==> config.mk <==
export PLATFORM = sky130hd
export DESIGN_NAME = best_fit_buffer_pool_unit_flat
export DESIGN_NICKNAME = d
export VERILOG_FILES = /design/src/design/bfbp_pkg.sv /design/src/design/bfbp_chan_if.sv /design/src/design/bfbp_size_ram.sv /design/src/design/bfbp_ctrl.sv /design/src/design/best_fit_buffer_pool_unit.sv /design/src/flat_wrapper.sv
export VERILOG_INCLUDE_DIRS = /design/src /design/src/design
export SDC_FILE = /design/constraint.sdc
export NUM_CORES = 2
export LEC_CHECK = 0
export BUFFER_PORTS_ARGS = -buffer_cell sky130_fd_sc_hd__clkbuf_2
export CAP_MARGIN = 0
export CORE_ASPECT_RATIO = 0.75
export CORE_MARGIN = 2
export CORE_UTILIZATION = 60
export CTS_BUF_LIST = sky130_fd_sc_hd__clkbuf_2
export CTS_CLUSTER_DIAMETER = 60
export DETAILED_ROUTE_END_ITERATION = 16
export PLACE_DENSITY_LB_ADDON = 0.25
export SLEW_MARGIN = 20
export SYNTH_ARGS = -nofsm -noshare
export SYNTH_HDL_FRONTEND = slang
export SYNTH_SLANG_ARGS = --single-unit
==> constraint.sdc <==
create_clock -name clk -period 9.95 [get_ports clk]
set_input_delay 1.99 -clock clk [delete_from_list [all_inputs] [get_ports clk]]
set_output_delay 1.99 -clock clk [all_outputs]
set_load 0.02 [all_outputs]
==> src/design/best_fit_buffer_pool_unit_assert.svh <==
// Assertion macros for the buffer pool unit; they sample on clk and are disabled in reset.
`ifndef BEST_FIT_BUFFER_POOL_UNIT_ASSERT_SVH
`define BEST_FIT_BUFFER_POOL_UNIT_ASSERT_SVH

// cond in this cycle implies expr in the same cycle
`define BFBP_ASSERT_NOW(lbl, cond, expr) \
  lbl: assert property (@(posedge clk) disable iff (!rst_n) (cond) |-> (expr)) \
    else $error("bfbp check failed");

// cond in this cycle implies expr in the next cycle
`define BFBP_ASSERT_NEXT(lbl, cond, expr) \
  lbl: assert property (@(posedge clk) disable iff (!rst_n) (cond) |=> (expr)) \
    else $error("bfbp check failed");

`endif

==> src/design/bfbp_pkg.sv <==
// Shared constants, codes and types of the buffer pool unit.
package bfbp_pkg;

  localparam int SLOTS     = 64;
  localparam int IDX_W     = $clog2(SLOTS);
  localparam int CNT_W     = $clog2(SLOTS + 1);
  localparam int SIZE_BITS = 24;
  localparam int BYTES_W   = 30;

  typedef enum logic {
    OP_ALLOC = 1'b0,
    OP_FREE  = 1'b1
  } op_t;

  typedef enum logic [2:0] {
    ST_REUSED     = 3'd0,
    ST_NEW        = 3'd1,
    ST_ALLOC_FAIL = 3'd2,
    ST_FREED      = 3'd3,
    ST_FREE_BAD   = 3'd4
  } status_t;

  typedef enum logic [1:0] {
    S_IDLE,
    S_SCAN,
    S_FREE_RD,
    S_DONE
  } state_t;

  typedef struct packed {
    logic [2:0]           status;
    logic [IDX_W-1:0]     entry_index;
    logic [SIZE_BITS-1:0] entry_size;
    logic [BYTES_W-1:0]   pool_bytes;
    logic [CNT_W-1:0]     entries_created;
    logic [CNT_W-1:0]     entries_busy;
    logic [CNT_W-1:0]     entries_idle;
  } res_t;

endpackage

==> src/design/bfbp_chan_if.sv <==
// Request and result channel interfaces of the buffer pool unit.
interface bfbp_in_if;
  logic                           valid;
  logic                           ready;
  logic                           operation;
  logic [bfbp_pkg::SIZE_BITS-1:0] req_size;
  logic [bfbp_pkg::IDX_W-1:0]     handle;

  modport source (output valid, output operation, output req_size, output handle,
                  input ready);
  modport sink   (input valid, input operation, input req_size, input handle,
                  output ready);
endinterface

interface bfbp_out_if;
  logic                           valid;
  logic                           ready;
  logic [2:0]                     status;
  logic [bfbp_pkg::IDX_W-1:0]     entry_index;
  logic [bfbp_pkg::SIZE_BITS-1:0] entry_size;
  logic [bfbp_pkg::BYTES_W-1:0]   pool_bytes;
  logic [bfbp_pkg::CNT_W-1:0]     entries_created;
  logic [bfbp_pkg::CNT_W-1:0]     entries_busy;
  logic [bfbp_pkg::CNT_W-1:0]     entries_idle;

  modport source (output valid, output status, output entry_index, output entry_size,
                  output pool_bytes, output entries_created, output entries_busy,
                  output entries_idle, input ready);
  modport sink   (input valid, input status, input entry_index, input entry_size,
                  input pool_bytes, input entries_created, input entries_busy,
                  input entries_idle, output ready);
endinterface

==> src/design/bfbp_size_ram.sv <==
// Simple dual-port RAM with one write port and one registered read port.
module bfbp_size_ram #(
  parameter int DEPTH = 64,
  parameter int WIDTH = 24
) (
  input  logic                     clk,
  input  logic                     we,
  input  logic [$clog2(DEPTH)-1:0] waddr,
  input  logic [WIDTH-1:0]         wdata,
  input  logic                     re,
  input  logic [$clog2(DEPTH)-1:0] raddr,
  output logic [WIDTH-1:0]         rdata
);

  logic [WIDTH-1:0] mem [DEPTH];
  logic [WIDTH-1:0] rdata_r;

  always_ff @(posedge clk) begin
    if (we) begin
      mem[waddr] <= wdata;
    end
  end

  // read data holds until the next read
  always_ff @(posedge clk) begin
    if (re) begin
      rdata_r <= mem[raddr];
    end
  end

  assign rdata = rdata_r;

endmodule

==> src/design/bfbp_ctrl.sv <==
// Sequencer: best-fit scan over the size RAM, busy marks and pool statistics.
module bfbp_ctrl (
  input  logic            clk,
  input  logic            rst_n,
  bfbp_in_if.sink         in_ch,
  output logic            res_valid,
  input  logic            res_ready,
  output bfbp_pkg::res_t  res
);

  localparam int IDX_W   = bfbp_pkg::IDX_W;
  localparam int CNT_W   = bfbp_pkg::CNT_W;
  localparam int SIZE_W  = bfbp_pkg::SIZE_BITS;
  localparam int BYTES_W = bfbp_pkg::BYTES_W;

  bfbp_pkg::state_t state_r, state_nxt;
  logic                    op_r, op_nxt;
  logic [SIZE_W-1:0]       req_r, req_nxt;
  logic [IDX_W-1:0]        hdl_r, hdl_nxt;
  logic [CNT_W-1:0]        scan_r, scan_nxt;
  logic                    rd_pend_r, rd_pend_nxt;
  logic [IDX_W-1:0]        rd_idx_r, rd_idx_nxt;
  logic                    found_r, found_nxt;
  logic [SIZE_W-1:0]       best_r, best_nxt;
  logic [IDX_W-1:0]        pick_r, pick_nxt;
  logic [bfbp_pkg::SLOTS-1:0] busy_r, busy_nxt;
  logic [CNT_W-1:0]        count_r, count_nxt;
  logic [BYTES_W-1:0]      bytes_r, bytes_nxt;
  logic [CNT_W-1:0]        nbusy_r, nbusy_nxt;
  logic [CNT_W-1:0]        nidle_r, nidle_nxt;

  logic              ram_we;
  logic              ram_re;
  logic [IDX_W-1:0]  ram_raddr;
  logic [SIZE_W-1:0] ram_rdata;
  logic              cand;

  bfbp_size_ram #(
    .DEPTH (bfbp_pkg::SLOTS),
    .WIDTH (SIZE_W)
  ) u_size_ram (
    .clk   (clk),
    .we    (ram_we),
    .waddr (count_r[IDX_W-1:0]),
    .wdata (req_r),
    .re    (ram_re),
    .raddr (ram_raddr),
    .rdata (ram_rdata)
  );

  assign in_ch.ready = (state_r == bfbp_pkg::S_IDLE);

  // free entry that fits and is no larger than the best so far; ties go to the later index
  assign cand = rd_pend_r && !busy_r[rd_idx_r] && (ram_rdata >= req_r) &&
                (!found_r || (ram_rdata <= best_r));

  always_ff @(posedge clk) begin
    if (!rst_n) begin
      state_r   <= bfbp_pkg::S_IDLE;
      rd_pend_r <= 1'b0;
      busy_r    <= '0;
      count_r   <= '0;
      bytes_r   <= '0;
      nbusy_r   <= '0;
      nidle_r   <= '0;
    end else begin
      state_r   <= state_nxt;
      rd_pend_r <= rd_pend_nxt;
      busy_r    <= busy_nxt;
      count_r   <= count_nxt;
      bytes_r   <= bytes_nxt;
      nbusy_r   <= nbusy_nxt;
      nidle_r   <= nidle_nxt;
    end
  end

  always_ff @(posedge clk) begin
    op_r     <= op_nxt;
    req_r    <= req_nxt;
    hdl_r    <= hdl_nxt;
    scan_r   <= scan_nxt;
    rd_idx_r <= rd_idx_nxt;
    found_r  <= found_nxt;
    best_r   <= best_nxt;
    pick_r   <= pick_nxt;
  end

  always_comb begin
    logic free_ok;
    state_nxt   = state_r;
    op_nxt      = op_r;
    req_nxt     = req_r;
    hdl_nxt     = hdl_r;
    scan_nxt    = scan_r;
    rd_pend_nxt = rd_pend_r;
    rd_idx_nxt  = rd_idx_r;
    found_nxt   = found_r;
    best_nxt    = best_r;
    pick_nxt    = pick_r;
    busy_nxt    = busy_r;
    count_nxt   = count_r;
    bytes_nxt   = bytes_r;
    nbusy_nxt   = nbusy_r;
    nidle_nxt   = nidle_r;
    ram_we      = 1'b0;
    ram_re      = 1'b0;
    ram_raddr   = scan_r[IDX_W-1:0];
    res_valid   = 1'b0;
    free_ok     = (CNT_W'(hdl_r) < count_r) && busy_r[hdl_r];

    res.status          = bfbp_pkg::ST_ALLOC_FAIL;
    res.entry_index     = '0;
    res.entry_size      = '0;
    res.pool_bytes      = bytes_r;
    res.entries_created = count_r;
    res.entries_busy    = nbusy_r;
    res.entries_idle    = nidle_r;

    case (state_r)
      bfbp_pkg::S_IDLE: begin
        if (in_ch.valid) begin
          op_nxt      = in_ch.operation;
          req_nxt     = in_ch.req_size;
          hdl_nxt     = in_ch.handle;
          scan_nxt    = '0;
          found_nxt   = 1'b0;
          rd_pend_nxt = 1'b0;
          if (in_ch.operation == bfbp_pkg::OP_FREE) begin
            state_nxt = bfbp_pkg::S_FREE_RD;
          end else if (in_ch.req_size == '0) begin
            state_nxt = bfbp_pkg::S_DONE;
          end else begin
            state_nxt = bfbp_pkg::S_SCAN;
          end
        end
      end

      bfbp_pkg::S_SCAN: begin
        if (cand) begin
          found_nxt = 1'b1;
          best_nxt  = ram_rdata;
          pick_nxt  = rd_idx_r;
        end
        if (scan_r < count_r) begin
          ram_re      = 1'b1;
          scan_nxt    = scan_r + 1'b1;
          rd_pend_nxt = 1'b1;
          rd_idx_nxt  = scan_r[IDX_W-1:0];
        end else begin
          rd_pend_nxt = 1'b0;
          if (!rd_pend_r) begin
            state_nxt = bfbp_pkg::S_DONE;
          end
        end
      end

      bfbp_pkg::S_FREE_RD: begin
        ram_re    = 1'b1;
        ram_raddr = hdl_r;
        state_nxt = bfbp_pkg::S_DONE;
      end

      bfbp_pkg::S_DONE: begin
        res_valid = 1'b1;
        if (op_r == bfbp_pkg::OP_FREE) begin
          res.entry_index = hdl_r;
          if (free_ok) begin
            res.status       = bfbp_pkg::ST_FREED;
            res.entry_size   = ram_rdata;
            res.entries_busy = (nbusy_r != '0) ? nbusy_r - 1'b1 : nbusy_r;
            res.entries_idle = nidle_r + 1'b1;
          end else begin
            res.status = bfbp_pkg::ST_FREE_BAD;
          end
        end else if (req_r == '0) begin
          res.status = bfbp_pkg::ST_ALLOC_FAIL;
        end else if (found_r) begin
          res.status       = bfbp_pkg::ST_REUSED;
          res.entry_index  = pick_r;
          res.entry_size   = best_r;
          res.entries_busy = nbusy_r + 1'b1;
          res.entries_idle = (nidle_r != '0) ? nidle_r - 1'b1 : nidle_r;
        end else if (count_r >= CNT_W'(bfbp_pkg::SLOTS)) begin
          res.status = bfbp_pkg::ST_ALLOC_FAIL;
        end else begin
          res.status          = bfbp_pkg::ST_NEW;
          res.entry_index     = count_r[IDX_W-1:0];
          res.entry_size      = req_r;
          res.pool_bytes      = bytes_r + BYTES_W'(req_r);
          res.entries_created = count_r + 1'b1;
          res.entries_busy    = nbusy_r + 1'b1;
        end

        if (res_ready) begin
          state_nxt = bfbp_pkg::S_IDLE;
          bytes_nxt = res.pool_bytes;
          count_nxt = res.entries_created;
          nbusy_nxt = res.entries_busy;
          nidle_nxt = res.entries_idle;
          case (res.status)
            bfbp_pkg::ST_REUSED: busy_nxt[pick_r] = 1'b1;
            bfbp_pkg::ST_NEW: begin
              busy_nxt[count_r[IDX_W-1:0]] = 1'b1;
              ram_we = 1'b1;
            end
            bfbp_pkg::ST_FREED: busy_nxt[hdl_r] = 1'b0;
            default: ;
          endcase
        end
      end

      default: state_nxt = bfbp_pkg::S_IDLE;
    endcase
  end

endmodule

==> src/design/best_fit_buffer_pool_unit.sv <==
// Top level of the best-fit buffer pool: sequencer plus result output register.
// Allocate: the scan reads each created entry once through the size RAM read port.
// Free reads the size of its handle, a zero-size allocate skips the scan; one item is
// in work at a time.
// Reset clears busy marks, counters and the output valid; sizes stay unknown
// until written, and are only used for created entries.
module best_fit_buffer_pool_unit (
  input  logic       clk,
  input  logic       rst_n,
  bfbp_in_if.sink    in_ch,
  bfbp_out_if.source out_ch
);

  `include "best_fit_buffer_pool_unit_assert.svh"

  localparam int CNT_W = bfbp_pkg::CNT_W;

  logic           res_valid;
  logic           res_ready;
  bfbp_pkg::res_t res;
  bfbp_pkg::res_t out_r, out_nxt;
  logic           out_valid_r, out_valid_nxt;

  logic           cnt_ok;
  logic           created_ok;
  logic           out_fail;
  logic           out_empty;

  bfbp_ctrl u_ctrl (
    .clk       (clk),
    .rst_n     (rst_n),
    .in_ch     (in_ch),
    .res_valid (res_valid),
    .res_ready (res_ready),
    .res       (res)
  );

  assign res_ready = !out_valid_r || out_ch.ready;

  always_comb begin
    out_nxt       = out_r;
    out_valid_nxt = out_valid_r;
    if (out_valid_r && out_ch.ready) begin
      out_valid_nxt = 1'b0;
    end
    if (res_valid && res_ready) begin
      out_nxt       = res;
      out_valid_nxt = 1'b1;
    end
  end

  always_ff @(posedge clk) begin
    if (!rst_n) begin
      out_valid_r <= 1'b0;
    end else begin
      out_valid_r <= out_valid_nxt;
    end
  end

  always_ff @(posedge clk) begin
    out_r <= out_nxt;
  end

  assign out_ch.valid           = out_valid_r;
  assign out_ch.status          = out_r.status;
  assign out_ch.entry_index     = out_r.entry_index;
  assign out_ch.entry_size      = out_r.entry_size;
  assign out_ch.pool_bytes      = out_r.pool_bytes;
  assign out_ch.entries_created = out_r.entries_created;
  assign out_ch.entries_busy    = out_r.entries_busy;
  assign out_ch.entries_idle    = out_r.entries_idle;

  assign cnt_ok     = ({1'b0, out_r.entries_busy} + {1'b0, out_r.entries_idle}) ==
                      {1'b0, out_r.entries_created};
  assign created_ok = out_r.entries_created <= CNT_W'(bfbp_pkg::SLOTS);
  assign out_fail   = out_valid_r && (out_r.status == bfbp_pkg::ST_ALLOC_FAIL);
  assign out_empty  = (out_r.entry_index == '0) && (out_r.entry_size == '0);

  `BFBP_ASSERT_NOW(a_count_balance, out_valid_r, cnt_ok)
  `BFBP_ASSERT_NOW(a_created_max, out_valid_r, created_ok)
  `BFBP_ASSERT_NOW(a_fail_empty, out_fail, out_empty)
  `BFBP_ASSERT_NEXT(a_one_in_work, (in_ch.valid && in_ch.ready), !in_ch.ready)

endmodule

==> src/flat_wrapper.sv <==
// flat-port wrapper written by rule: the top's interface ports become plain ports
module best_fit_buffer_pool_unit_flat 
  (clk, rst_n, in_ch_valid, in_ch_operation, in_ch_req_size, in_ch_handle, in_ch_ready, out_ch_valid, out_ch_status, out_ch_entry_index, out_ch_entry_size, out_ch_pool_bytes, out_ch_entries_created, out_ch_entries_busy, out_ch_entries_idle, out_ch_ready);
  bfbp_in_if in_ch_i ();
  bfbp_out_if out_ch_i ();
  input  logic clk;
  input  logic rst_n;
  input wire logic [$bits(in_ch_i.valid)-1:0] in_ch_valid;
  input wire logic [$bits(in_ch_i.operation)-1:0] in_ch_operation;
  input wire logic [$bits(in_ch_i.req_size)-1:0] in_ch_req_size;
  input wire logic [$bits(in_ch_i.handle)-1:0] in_ch_handle;
  output wire logic [$bits(in_ch_i.ready)-1:0] in_ch_ready;
  output wire logic [$bits(out_ch_i.valid)-1:0] out_ch_valid;
  output wire logic [$bits(out_ch_i.status)-1:0] out_ch_status;
  output wire logic [$bits(out_ch_i.entry_index)-1:0] out_ch_entry_index;
  output wire logic [$bits(out_ch_i.entry_size)-1:0] out_ch_entry_size;
  output wire logic [$bits(out_ch_i.pool_bytes)-1:0] out_ch_pool_bytes;
  output wire logic [$bits(out_ch_i.entries_created)-1:0] out_ch_entries_created;
  output wire logic [$bits(out_ch_i.entries_busy)-1:0] out_ch_entries_busy;
  output wire logic [$bits(out_ch_i.entries_idle)-1:0] out_ch_entries_idle;
  input wire logic [$bits(out_ch_i.ready)-1:0] out_ch_ready;
  assign in_ch_i.valid = in_ch_valid;
  assign in_ch_i.operation = in_ch_operation;
  assign in_ch_i.req_size = in_ch_req_size;
  assign in_ch_i.handle = in_ch_handle;
  assign in_ch_ready = in_ch_i.ready;
  assign out_ch_valid = out_ch_i.valid;
  assign out_ch_status = out_ch_i.status;
  assign out_ch_entry_index = out_ch_i.entry_index;
  assign out_ch_entry_size = out_ch_i.entry_size;
  assign out_ch_pool_bytes = out_ch_i.pool_bytes;
  assign out_ch_entries_created = out_ch_i.entries_created;
  assign out_ch_entries_busy = out_ch_i.entries_busy;
  assign out_ch_entries_idle = out_ch_i.entries_idle;
  assign out_ch_i.ready = out_ch_ready;
  best_fit_buffer_pool_unit u_core (.clk(clk), .rst_n(rst_n), .in_ch(in_ch_i), .out_ch(out_ch_i));
endmodule
======== Word level (Yosys, flattened, before mapping) ========
Memory sizes are Yosys's and may differ from the RTL's. A register that Yosys moved wholly into a read port is not among the register bits.
Cells that the tools add are included.
word-level totals
  bits of input ports ..................... 35
  memories ................................ 1
  logic and storage cells ................. 145
  register bits after elaboration ......... 278
  output and inout bits ................... 86
  RAM bits ................................ 1536
memories
  name                          words  bits a word  read ports  clocked after memory_dff  wr ports  RTL line             source
  u_core.u_ctrl.u_size_ram.mem  64     24           1           1                         1         bfbp_size_ram.sv:15  logic [WIDTH-1:0] mem [DEPTH];
operators by class
  $add $sub $neg .......................... 7
  reductions and logical operators ........ 32
  order comparisons ....................... 12
  multiplexer cells ....................... 55
  bitwise operators ....................... 4
  eq/ne operators ......................... 11
operator list
  kind                                                                                  number
  64-bit one-hot mux with 3 select lines                                                1
  74-bit 2-to-1 mux                                                                     2
  64-bit OR                                                                             2
  81-bit 2-to-1 mux                                                                     1
  37-bit 2-to-1 mux                                                                     2
  33-bit 2-to-1 mux                                                                     2
  64-bit bitwise AND                                                                    1
  64-bit inverter                                                                       1
  51-bit 2-to-1 mux                                                                     1
  24-bit logical NOT                                                                    2
  7-bit 2-to-1 mux                                                                      6
  32-bit 2-to-1 mux                                                                     1
  30-bit by 24-bit adder with 30-bit output                                             1
  7-bit by 1-bit adder with 7-bit output (second input constant)                        4
  6-bit by 7-bit < comparator with 1-bit output (second input constant)                 4
  14-bit 2-to-1 mux                                                                     2
  24-bit greater-or-equal comparator                                                    1
  24-bit <= comparator                                                                  1
  24-bit 2-to-1 mux                                                                     1
  1-bit demux with 6-bit select                                                         3
  6-bit by 1-bit greater-or-equal comparator with 1-bit output (second input constant)  3
  1-bit 2-to-1 mux                                                                      16
  2-bit 2-to-1 mux                                                                      8
  7-bit one-hot mux with 2 select lines                                                 1
  other kinds (26)                                                                      54

======== Depth between registers and ports, before layout ========
  word-level depth ........................ 13
  gate-level depth with buffers ........... 12
  mapped depth without buffers ............ 10

======== Cells and area by module ========
Synthesis repeated with hierarchy kept, for this count alone.
second synthesis, totals
  cells, all modules ...................... 4348
  area, all modules ....................... 76443.3 um^2
by module, submodules not included
  module                     cells an instance  times used  area each (um^2)
  bfbp_size_ram              2610               1           59535.8
  bfbp_ctrl                  1649               1           14327.5
  best_fit_buffer_pool_unit  89                 1           2580.0

======== Worst setup path after synthesis ========
No wires, ideal clock.
  path kind ............................... input to register
  from .................................... in out_ch_ready
  to ...................................... reg u_core.u_ctrl.bytes_r[11]
  path buffers ............................ 4
  slack ................................... 3.900 ns
  data arrival time ....................... 5.972 ns
  setup time .............................. 0.078 ns
  stages .................................. 9
  data required time ...................... 9.872 ns
  path through ............................ nor2b_1 -> nand2b_1 -> clkbuf_1 -> inv_1 -> clkbuf_1 -> clkbuf_1 -> clkbuf_1 -> a22oi_1 -> nor2_1
on the way
  longest elaborated chain between the ends .. 2
RTL lines
  what                                  RTL line                         source
  start, declared                       flat_wrapper.sv:21               input wire logic [$bits(out_ch_i.ready)-1:0] out_ch_ready;
  1-bit logical OR                      best_fit_buffer_pool_unit.sv:38  assign res_ready = !out_valid_r || out_ch.ready;
  2-bit AND reduction (no source line)  n/a
  end signal, assigned                  bfbp_ctrl.sv:71                  bytes_r <= bytes_nxt;
  end, declared                         bfbp_ctrl.sv:28                  logic [BYTES_W-1:0] bytes_r, bytes_nxt;
No other way between the ends.
A chain may end at the register's enable or synchronous reset.

======== Worst setup path after layout ========
  from .................................... reg u_core.u_ctrl.state_r[0]
  to ...................................... reg u_core.u_ctrl.u_size_ram.rdata_r[3] (netlist: u_core.u_ctrl.u_size_ram.rdata[3]), read port of u_core.u_ctrl.u_size_ram.mem (data pin)
on the way
  longest elaborated chain between the ends .. 2
RTL lines
  what                                                                                   RTL line             source
  start, declared                                                                        bfbp_ctrl.sv:16      bfbp_pkg::state_t state_r, state_nxt;
  start signal, assigned                                                                 bfbp_ctrl.sv:59      state_r <= bfbp_pkg::S_IDLE;
  start signal, assigned                                                                 bfbp_ctrl.sv:67      state_r <= state_nxt;
  2-bit equality test or 2-bit by 1-bit equality test with 1-bit output (tied branches)  bfbp_ctrl.sv:119     case (state_r)
  1-bit one-hot mux with 2 select lines or 6-bit 2-to-1 mux (tied branches)              bfbp_ctrl.sv:119
  end, declared                                                                          bfbp_size_ram.sv:16  logic [WIDTH-1:0] rdata_r;
Several ways; a longest one is shown, not always the timed one.

==> results_dict.tcl <==
set metrics [dict create \
    finalCoreUtilization_pct 65.68 \
    power_frac_clock_pct 21.7 \
    yosys_most_used_dff "edfxtp_1" \
    fin_ws_ns 4.303 \
    maxSlewViolCount 0 \
    hold_buffers 0 \
    hold_violations 0 \
    setup_viol 0 \
    synth_top_area_share_pct 67.89 \
    htree_levels 5 \
    grt_max_degree 148 \
    dr.pass1.iters 8 \
    avgViaCountPerCell 6.694 \
    synthSimpleGateAreaFrac_pct 5.301 \
    synth_nets 4513 \
    avgSynthCellArea_sq_um 17.36 \
    initial_core_util_pct 60.29 \
    status "completed" \
    drt_wl_total_um 201600 \
    route.detailed.wl_per_inst_um 29.71 \
    power.switching_w 0.007731 \
    crit_type "reg2reg" \
    synth_area_sq_um 76030 \
    clk-insertion-delay-late_ns 1.86 \
    first_iter_violations 7078 \
    synth-compound-area-share_pct 7.084 \
    synth_mux_area_share_pct 12.58 \
    die_y_um 312.3 \
    period_share_pct 56.76 \
    rows 113 \
    dp_hpwl_um 116200 \
    syn_inst 4380 \
    antenna_found_initial 14 \
    clock-root-buffer "clkbuf_2" \
    cts_tree "done" \
    multiInputGateArea_sq_um 20950 \
    pwr_density_cell_nw_per_um2 257.1 \
    grt_pass1_wl_um 293800 \
    crit_fanout 84 \
    port_buffers 120 \
    syn_to_final_growth_pct 8.952 \
    drive_above_1_share_pct 28.92 \
    synth_top_family_by_area "multiplexers" \
    slew_headroom_pct 15.24 \
    dpl_cell_area_sq_um 79200 \
    coreArea_sq_um 126100 \
    worstPathCellList "inv_1, ha_1, mux2_8, buf_4, buf_4, mux4_2, and2_1, a211oi_1, a311oi_1, a21oi_1, a21oi_1" \
    cts_made_buffers 422 \
    crit_family "buffers and inverters" \
    slowest_stage "buf_4" \
    power_frac_seq_pct 42.8 \
    cts_setup_buffers 0 \
    vias 45410 \
    ys_seq_elements 1838 \
    overflow 0 \
    fill_cells 8597 \
    clkSlewWorstSetupHoldPaths_ns 0.11 \
    critical_path.endpoint_type "register" \
    cts_resized 0 \
    synth_xor_area_share_pct 0.5069 \
    p_leak_nw 27.40 \
    yosysTopAreaCell "edfxtp_1" \
    slowest_delay_ns 0.82 \
    final_antenna_net_count 0 \
    synth_enable_flop_cells 1719 \
    maxCapViolations 0 \
    crit_path_start_kind "register" \
    max_freq_ghz 0.1771 \
    gp_congestion 0.9880 \
    fin_worst_skew_ns 0.2294 \
    grt_pass1_vias 44390 \
    async_flop_share_pct 0 \
    cts-root-to-sink-buffers 4 \
    fin_setup_tns_ns 0 \
    hold_class "in2reg" \
    dpl_worst_slack_ns 4.321 \
    dieArea_sq_um 129600 \
    power.share.combinational_pct 35.4 \
    synthTopCellsByArea "edfxtp_1 68%, mux4_2 12%, dfxtp_1 3.1%, ha_1 1.6%, nand2_1 1.5%" \
    worst_pin_slew_ns 1.262 \
    rsz0062_at_grt "no" \
    ys_warn_count 0 \
    synth_cell_types 83 \
    die_x_um 415.0 \
    min_period_ns 5.647 \
    synthAdderAreaFrac_pct 1.623 \
    critical_path_buf_inv_count 3 \
    ir_worst_vdd_mv 0.2387 \
    regArea_sq_um 54000 \
    io_pins 121 \
    worstPathRequired_ns 11.43 \
    grt.total_usage_pct 31.13 \
    final_nets 4952 \
    finish.instance_area_sq_um 82840 \
    swShare_pct 36.30 \
    seq_area_frac_synth_pct 71.03 \
    intPower_w 0.01356 \
    cts.sinks 1838 \
    arrival_ns 7.13 \
    drc 0 \
]
worst paths after layout:
path,startpoint,endpoint,slack [ns],cells after the start
max,u_core.u_ctrl.state_r[0],u_core.u_ctrl.u_size_ram.rdata[3],4.30,11
min,in_ch_handle[3],u_core.u_ctrl.hdl_r[3],0.46,1
max reg2reg,u_core.u_ctrl.state_r[0],u_core.u_ctrl.u_size_ram.rdata[3],4.30,11
min reg2reg,u_core.u_ctrl.bytes_r[5],u_core.u_ctrl.bytes_r[5],0.48,2
final cells by class:
class	instances	area share, %
Multi-Input combinational cell	2191	25.29
Inverter	81	0.3701
Antenna cell	6	0.01812
Timing Repair Buffer	285	2.281
Tap cell	1667	2.518
Sequential cell	1838	65.19
Clock inverter	87	0.5347
Clock buffer	629	3.800
through the flow:
stage	hold WS (ns)	std cells	total power, W
4_1_cts	0.2854	6778	0.02130
6_report	0.4550	6784	0.02130
3_3_place_gp	0.4558	6062	0.01667
2_1_floorplan	0.4244	4380	0.01425
5_1_grt	0.3839	6781	0.02220
3_5_place_dp	0.4663	6062	0.01675
state kept, by name, indices dropped and copies added, names as in the netlist, 2 cells and up:
signal                          cells
u_core.out_ch.status                3
u_core.u_ctrl.req_r                24
u_core.u_ctrl.count_r               7
u_core.u_ctrl.hdl_r                 6
u_core.out_ch.entries_busy          7
u_core.u_ctrl.nbusy_r               7
u_core.out_ch.entries_created       7
u_core.u_ctrl.pick_r                6
u_core.u_ctrl.u_size_ram.rdata     24
u_core.u_ctrl.best_r               24
u_core.u_ctrl.scan_r                7
u_core.u_ctrl.nidle_r               7
u_core.out_ch.entries_idle          7
u_core.u_ctrl.bytes_r              30
u_core.u_ctrl.rd_idx_r              6
u_core.u_ctrl.u_size_ram.mem     1536
u_core.out_ch.entry_size           24
u_core.u_ctrl.busy_r               64
u_core.out_ch.entry_index           6
u_core.u_ctrl.state_r               2
u_core.out_ch.pool_bytes           30
routing by layer:
layer | global-route usage, % | routed length [um] | vias up
li1 | - | - | 18970
met1 | 46.03 | 78920 | 22880
met2 | 43.90 | 88020 | 3133
met3 | 10.67 | 28950 | 422
met4 | 10.36 | 5584 | 12
met5 | 0 | 102 | -
kinds of logic after synthesis:
family / count (synthesis)
compound gates: 761
xor+xnor: 44
simple gates: 840
mux: 448
fa+ha+maj: 98
buf+inv: 351
flops: 1838
power by group through the flow:
stage / registers (W) / clock network [W] / logic [W]
3_5_place_dp: 0.00929 / 0 / 0.00746
3_3_place_gp: 0.00928 / 0 / 0.00739
5_1_grt: 0.00913 / 0.00509 / 0.00797
6_report: 0.00912 / 0.00463 / 0.00754
2_1_floorplan: 0.00941 / 0 / 0.00483
4_1_cts: 0.00911 / 0.00470 / 0.00748
Yosys cell counts, types with 12 or more instances:
cell and number:
clkbuf_1 175, inv_1 78, nor3_1 33, o21ai_0 104, and3_1 15, a31oi_1 74
buf_1 21, o221a_2 23, nand3_1 60, o211ai_1 27, dfxtp_1 119, xnor2_1 32
edfxtp_1 1719, a311oi_1 53, a22oi_1 72, a222oi_1 27, mux2i_1 24, nand4_1 24
nor4_1 22, a21oi_1 122, a211oi_1 132, buf_2 66, and2_1 99, xor2_1 12
or3_1 15, nand2_1 306, ha_1 97, nor2_1 165, nand2b_1 14, nor2b_1 43
mux4_2 404, mux2_2 20, a21o_1 23
layout by cell type (no fill, tap or decap), types with 104 or more instances in the layout:
master       n
edfxtp_1  1719
clkbuf_2   749
mux4_2     404
nand2_1    305
buf_4      161
a211oi_1   130
a21oi_1    122
dfxtp_1    119
o21ai_0    104
Power figures use the tool's default switching activity.
